[src/hw/rtl/fdp_pkg.sv]
// ----------------------------------------------------------------------------
// fdp_pkg
// Shared types and constants for the frame difference 12-bit pixel packer.
// ----------------------------------------------------------------------------
`default_nettype none

package fdp_pkg;

   // field widths
   localparam int PIX_W  = 16;
   localparam int V12_W  = 12;
   localparam int BYTE_W = 8;
   localparam int CSR_W  = 17;

   // default frame store depth
   localparam int MAX_PIXELS_DEF = 65536;

   // frame_pixels after reset
   localparam logic [CSR_W-1:0] FRAME_PIXELS_RST = 17'h10000;

   // frame mode codes
   localparam logic [1:0] FUNC_NORMAL = 2'd0;
   localparam logic [1:0] FUNC_KEY    = 2'd1;
   localparam logic [1:0] FUNC_DIFF   = 2'd2;

   // register indexes
   localparam logic [1:0] CSR_FRAME_PIXELS    = 2'd0;
   localparam logic [1:0] CSR_BASE_PREV_FRAME = 2'd1;
   localparam logic [1:0] CSR_INPUT_IS_12BIT  = 2'd2;

   // input beat
   typedef struct packed {
      logic [PIX_W-1:0] pixel;
      logic [1:0]       func;
   } req_type;

   // output beat
   typedef struct packed {
      logic [BYTE_W-1:0] out_byte;
      logic              run_last;
      logic              frame_last;
   } rsp_type;

   // one or two bytes handed to the output buffer
   typedef struct packed {
      logic    en;
      logic    two;
      rsp_type b0;
      rsp_type b1;
   } obuf_push_type;

endpackage

`default_nettype wire

[src/hw/rtl/fdp_obuf.sv]
// ----------------------------------------------------------------------------
// fdp_obuf
// Two-slot output byte buffer. Takes one or two bytes per push, sends one
// beat per cycle when not stalled, reports room left after this cycle's pop.
// ----------------------------------------------------------------------------
`default_nettype none

module fdp_obuf (
   input  wire logic                   clock,
   input  wire logic                   reset,
   input  wire fdp_pkg::obuf_push_type push,
   output      logic [1:0]             room,
   output      logic                   rsp_valid,
   input  wire logic                   rsp_stall,
   output      fdp_pkg::rsp_type       rsp_data
);
   import fdp_pkg::*;

   rsp_type    q_ff [2];
   rsp_type    q_in [2];
   logic [1:0] cnt_ff, cnt_in;
   logic [1:0] cnt_mid;
   logic       pop;

   assign pop     = (cnt_ff != 2'd0) && !rsp_stall;
   assign cnt_mid = cnt_ff - {1'b0, pop};
   assign room    = 2'd2 - cnt_mid;

   // shift out the head, then append behind what is left
   always_comb begin
      q_in[0] = q_ff[0];
      q_in[1] = q_ff[1];
      cnt_in  = cnt_mid;
      if (pop) begin
         q_in[0] = q_ff[1];
      end
      if (push.en) begin
         q_in[cnt_mid[0]] = push.b0;
         if (push.two) begin
            q_in[1] = push.b1;
         end
         cnt_in = cnt_mid + 2'd1 + {1'b0, push.two};
      end
   end

   always_ff @(posedge clock) begin
      if (reset) begin
         cnt_ff <= '0;
      end else begin
         cnt_ff <= cnt_in;
      end
   end

   always_ff @(posedge clock) begin
      q_ff[0] <= q_in[0];
      q_ff[1] <= q_in[1];
   end

   assign rsp_valid = (cnt_ff != 2'd0);
   assign rsp_data  = q_ff[0];

endmodule

`default_nettype wire

[config.mk]
export PLATFORM = sky130hd
export DESIGN_NAME = fdp_obuf
export DESIGN_NICKNAME = d
export VERILOG_FILES = /design/src/hw/rtl/fdp_pkg.sv /design/src/hw/rtl/fdp_obuf.sv
export SDC_FILE = /design/constraint.sdc
export NUM_CORES = 1
export LEC_CHECK = 0
export ABC_AREA = 1
export BUFFER_PORTS_ARGS = -buffer_cell sky130_fd_sc_hd__buf_2
export CAP_MARGIN = 0
export CORE_ASPECT_RATIO = 1.4
export CORE_MARGIN = 4
export CORE_UTILIZATION = 50
export CTS_CLUSTER_SIZE = 28
export DETAILED_ROUTE_END_ITERATION = 7
export HOLD_SLACK_MARGIN = 0.08
export PLACE_DENSITY = 0.77
export SETUP_SLACK_MARGIN = 0.15
export SYNTH_ARGS = -nofsm -noshare
export SYNTH_HDL_FRONTEND = slang
export SYNTH_SLANG_ARGS = --single-unit
[constraint.sdc]
create_clock -name clock -period 1.45 [get_ports clock]
set_input_delay 0.29 -clock clock [delete_from_list [all_inputs] [get_ports clock]]
set_output_delay 0.29 -clock clock [all_outputs]
set_load 0.01 [all_outputs]
# Word-level counts from Yosys, hierarchy flattened
# Memories as Yosys holds them, arrays and structs flattened.
# Index checks and enable logic that the tools add are counted.
[totals]
ramBits = 20
input_bits = 25
reg_bits = 2
wordCells = 20
output_inout_bits = 13
mem_count = 1
[op_classes]
n_bitwise = 1
order_cmp = 2
mux = 7
reduce_logical = 4
n_addsub = 4
[memory_table]
columns = ["name", "words", "width", "rd", "rd_ports_with_merged_regs", "write_ports", "line", "source"]
rows = [
  ["q_ff", 2, 10, 2, 0, 2, "fdp_obuf.sv:19", "rsp_type q_ff [2];"],
]
[ops]
columns = ["op", "count"]
rows = [
  ["$mux W10", 3],
  ["$bwmux W20", 1],
  ["$mux W20", 1],
  ["$demux W10 S1", 1],
  ["$add A2 B1 Y2", 1],
  ["$add A2 B1 Y2 const B", 1],
  ["$ge A2 B2 Y1 const B", 1],
  ["$logic_and A1 B1 Y1", 2],
  ["$lt A2 B1 Y1 const B", 1],
  ["$mux W2", 1],
  ["$not A1 Y2", 1],
  ["$reduce_bool A2 Y1", 1],
  ["$sub A2 B1 Y2", 1],
  ["$sub A2 B2 Y2 const A", 1],
  ["$logic_not A1 Y1", 1],
]

# Longest topological paths before layout
[logic_depth]
ltp_word = 11
ltp_mapped = 9
ltp_nobuf = 8

# Worst setup path before layout
# No wires, ideal clock.
[synth_timing]
kind = "register -> register"
startpoint = "register cnt_ff[1]"
endpoint = "register (tool-made name)"
t_required_ns = 1.152
setup_slack_ns = 0.085
setup_time_ns = 0.298
t_arrival_ns = 1.067
path_stages_with_launch = 7
path_cell_list = "dfxtp_1 -> nand3_2 -> nand2_2 -> buf_6 -> inv_1 -> ha_1 -> nor2_1"
[synth_rtl]
columns = ["item", "line", "source"]
rows = [
  ["start, declared", "fdp_obuf.sv:21", "logic [1:0] cnt_ff, cnt_in;"],
  ["start signal, assigned", "fdp_obuf.sv:50", "cnt_ff <= cnt_in;"],
]

# Worst setup path after layout
[layout_timing]
startpoint = "register cnt_ff[0]"
endpoint = "output port room[0]"
[layout_via]
elab_chain_len = 4
[layout_rtl]
columns = ["item", "line", "source"]
rows = [
  ["$reduce_bool A2 Y1", "fdp_obuf.sv:25", "assign pop = (cnt_ff != 2'd0) && !rsp_stall;"],
  ["$logic_and A1 B1 Y1", "fdp_obuf.sv:25", ""],
  ["$sub A2 B1 Y2 (*)", "fdp_obuf.sv:26", "assign cnt_mid = cnt_ff - {1'b0, pop};"],
  ["$sub A2 B2 Y2 (*)", "fdp_obuf.sv:27", "assign room = 2'd2 - cnt_mid;"],
  ["end, declared", "fdp_obuf.sv:12", "output logic [1:0] room,"],
]
# Every way passes the cells marked *; elsewhere a longest branch is shown, timed or not.

==> flow_summary.json <==
{
  "outcome": "complete, no violations",
  "grt_pass1_wl_um": 4580,
  "netlist_instances": 157,
  "antenna_found_initial": 0,
  "crit_path_end_kind": "output pin",
  "cts-root-buf": "clkbuf_4",
  "ir_drop_v": 0.000649,
  "ys_seq_elements": 22,
  "grt.total_usage_pct": 17.7,
  "drc": 0,
  "pin_count": 38,
  "initial_core_util_pct": 54.0,
  "fillCellCount": 188,
  "synth_area_leader_cell": "edfxtp_1",
  "die_h_um": 66.0,
  "path_clk_slew_ps": 120,
  "cts_max_path_buffers": 2,
  "die-area_um2": 3260,
  "grt-ovfl-total": 0,
  "min_period_over_period_pct": 95.8,
  "avgSynthCellArea_um2": 7.66,
  "ctsHtreeMaxLevel": 1,
  "worstMarginPinSlew_ps": 385,
  "wl_um": 2840,
  "rr_startpoint": "cnt_ff[0]",
  "finalNetCount": 222,
  "min_path_cells": 4,
  "rsz0062_at_grt": "yes",
  "core.rowCount": 20,
  "arrival_ps": 1100,
  "r2r-end": "cnt_ff[0]",
  "period_needed_ps": 1390,
  "max_freq_mhz": 720,
  "power_density_nw_per_um2": 1060,
  "synth_cell_types": 19,
  "ys_warn_count": 0,
  "antenna_left": 0,
  "maxCapViolCount": 0,
  "cts_tree": "yes",
  "utilization_pct": 68.7,
  "slew_headroom_pct": 74.3,
  "clk_latency_ps": 310,
  "crit_type": "reg -> out",
  "r2r_cells": 9,
  "final_hold_viol_count": 0,
  "dr.pass1.iters": 4,
  "portBuffers": 37,
  "wire_per_inst_um": 13.1,
  "setup_viol": 0,
  "die_x_um": 49.4,
  "slew_viol_final": 0,
  "clkSinkCount": 22,
  "gp_congestion": 0.799,
  "grt_max_degree": 15,
  "synth_area_um2": 1200,
  "grt_pass1_vias": 1054,
  "tritoncts.num_buffers": 3,
  "holdCritPathClass": "in -> reg",
  "hold_start": "reset",
  "n_antenna_cell": 0,
  "via_per_inst": 5.39,
  "synth_seq_area_share_pct": 45.0,
  "dp_hpwl_um": 1930,
  "synth_top_area_share_pct": 25.0,
  "crit_path_start_kind": "flip-flop",
  "core-area_um2": 2230,
  "ff2ff_setup_slack_ps": 120,
  "skew_ps": 6.75,
  "via_count": 1164,
  "min_delay_worst_endpoint": "cnt_ff[1]",
  "cts_hold_buffers": 0,
  "synth.area.top_cells": "edfxtp_1 (25%), dfxtp_1 (20%), nand2_1 (20%), nand3_1 (8.3%), buf_4 (6.9%)",
  "synth_nets": 184,
  "syn_to_final_growth_pct": 27.2,
  "required_ps": 1160,
  "crit_fanout": 4,
  "layout-drive-gt1-share_pct": 35.6,
  "leakage_nw": 0.796,
  "fin_setup_tns_ps": 0,
  "initialDrtViolationCount": 36
}
power by group:
group	switching [mW]	internal (mW)	leakage (nW)
Clock	0.188	0.279	0.0279
Sequential	0.0329	0.722	0.199
Combinational	0.232	0.171	0.570
timing repair:
item	CTS	global route
gates resized for setup	7	12
cloned	0	2
setup endpoints to repair	5	25
pin swaps	1	2
buffers inserted	4	1
metrics by stage:
stage	instance area, um^2	hold slack (ps)	power [mW]	std cells	setup slack, ps
6_report	1530	222	1.62	216	60.6
5_1_grt	1530	233	1.72	216	12.3
4_1_cts	1460	208	1.60	213	65.3
3_5_place_dp	1350	516	1.12	205	75.1
3_3_place_gp	1350	509	1.10	205	124
2_1_floorplan	1210	403	1.04	157	151
layout make-up:
cell class	instances	area [um^2]	share of cell area (%)
Clock inverter	1	30.0	1.96
Sequential cell	22	548	35.8
Multi-Input combinational cell	109	568	37.2
Inverter	9	36.3	2.37
Timing Repair Buffer	49	289	18.9
Clock buffer	3	22.5	1.47
Tap cell	22	27.5	1.80
Timing Repair inverter	1	7.51	0.491
metal layers:
| metal | up-vias | part of all wire (%) | GRT usage [%] |
|---|---|---|---|
| met5 | - | 0 | 0 |
| met4 | 0 | 3.2 | 6.92 |
| met3 | 15 | 8.2 | 4.29 |
| met2 | 58 | 49 | 31.0 |
| met1 | 509 | 40 | 20.7 |
| li1 | 582 | - | - |
how the worst max path moves through the flow:
stage	cells after the start	from	end
detailed placement	6	rsp_stall	flip-flop
global route	5	cnt_ff[0]	room[0]
finish	5	cnt_ff[0]	room[0]
floorplan	7	cnt_ff[0]	flip-flop
global placement	6	rsp_stall	flip-flop
CTS	5	cnt_ff[0]	room[0]
layout by cell type (no fill, tap or decap), types with 2 or more instances in the layout:
| master | n |
|---|---|
| buf_6 | 3 |
| nand3_4 | 3 |
| nor2_1 | 2 |
| o21ai_1 | 2 |
| dfxtp_1 | 10 |
| dfxtp_4 | 2 |
| buf_4 | 10 |
| nand4_1 | 10 |
| inv_1 | 6 |
| buf_2 | 36 |
| nand3_1 | 20 |
| edfxtp_1 | 10 |
| nand2_1 | 62 |
| inv_2 | 2 |
| clkbuf_4 | 3 |
critical path, stage by stage, from the launching register on:
cell     delay, ps
dfxtp_4        400
inv_4           40
nand3_4         70
nand2_4         60
buf_6          110
buf_6          110
logic make-up after synthesis:
group	synth area share [%]
XOR/XNOR	0.729
adder cells (fa/ha/maj)	2.08
AND/OR/NAND/NOR	36.4
buffers and inverters	13.0
flip-flops	45.0
AO/OA/AOI/OAI	2.81
cells in the mapped netlist, drive strengths merged:
cell	instances
nor3	1
inv	9
ha	2
nand3	22
nor2	2
edfxtp	10
o21ai	5
a21oi	1
nand4	10
dfxtp	12
buf	17
xor2	1
clkbuf	1
nand2	64
Power figures use the tool's default switching activity.
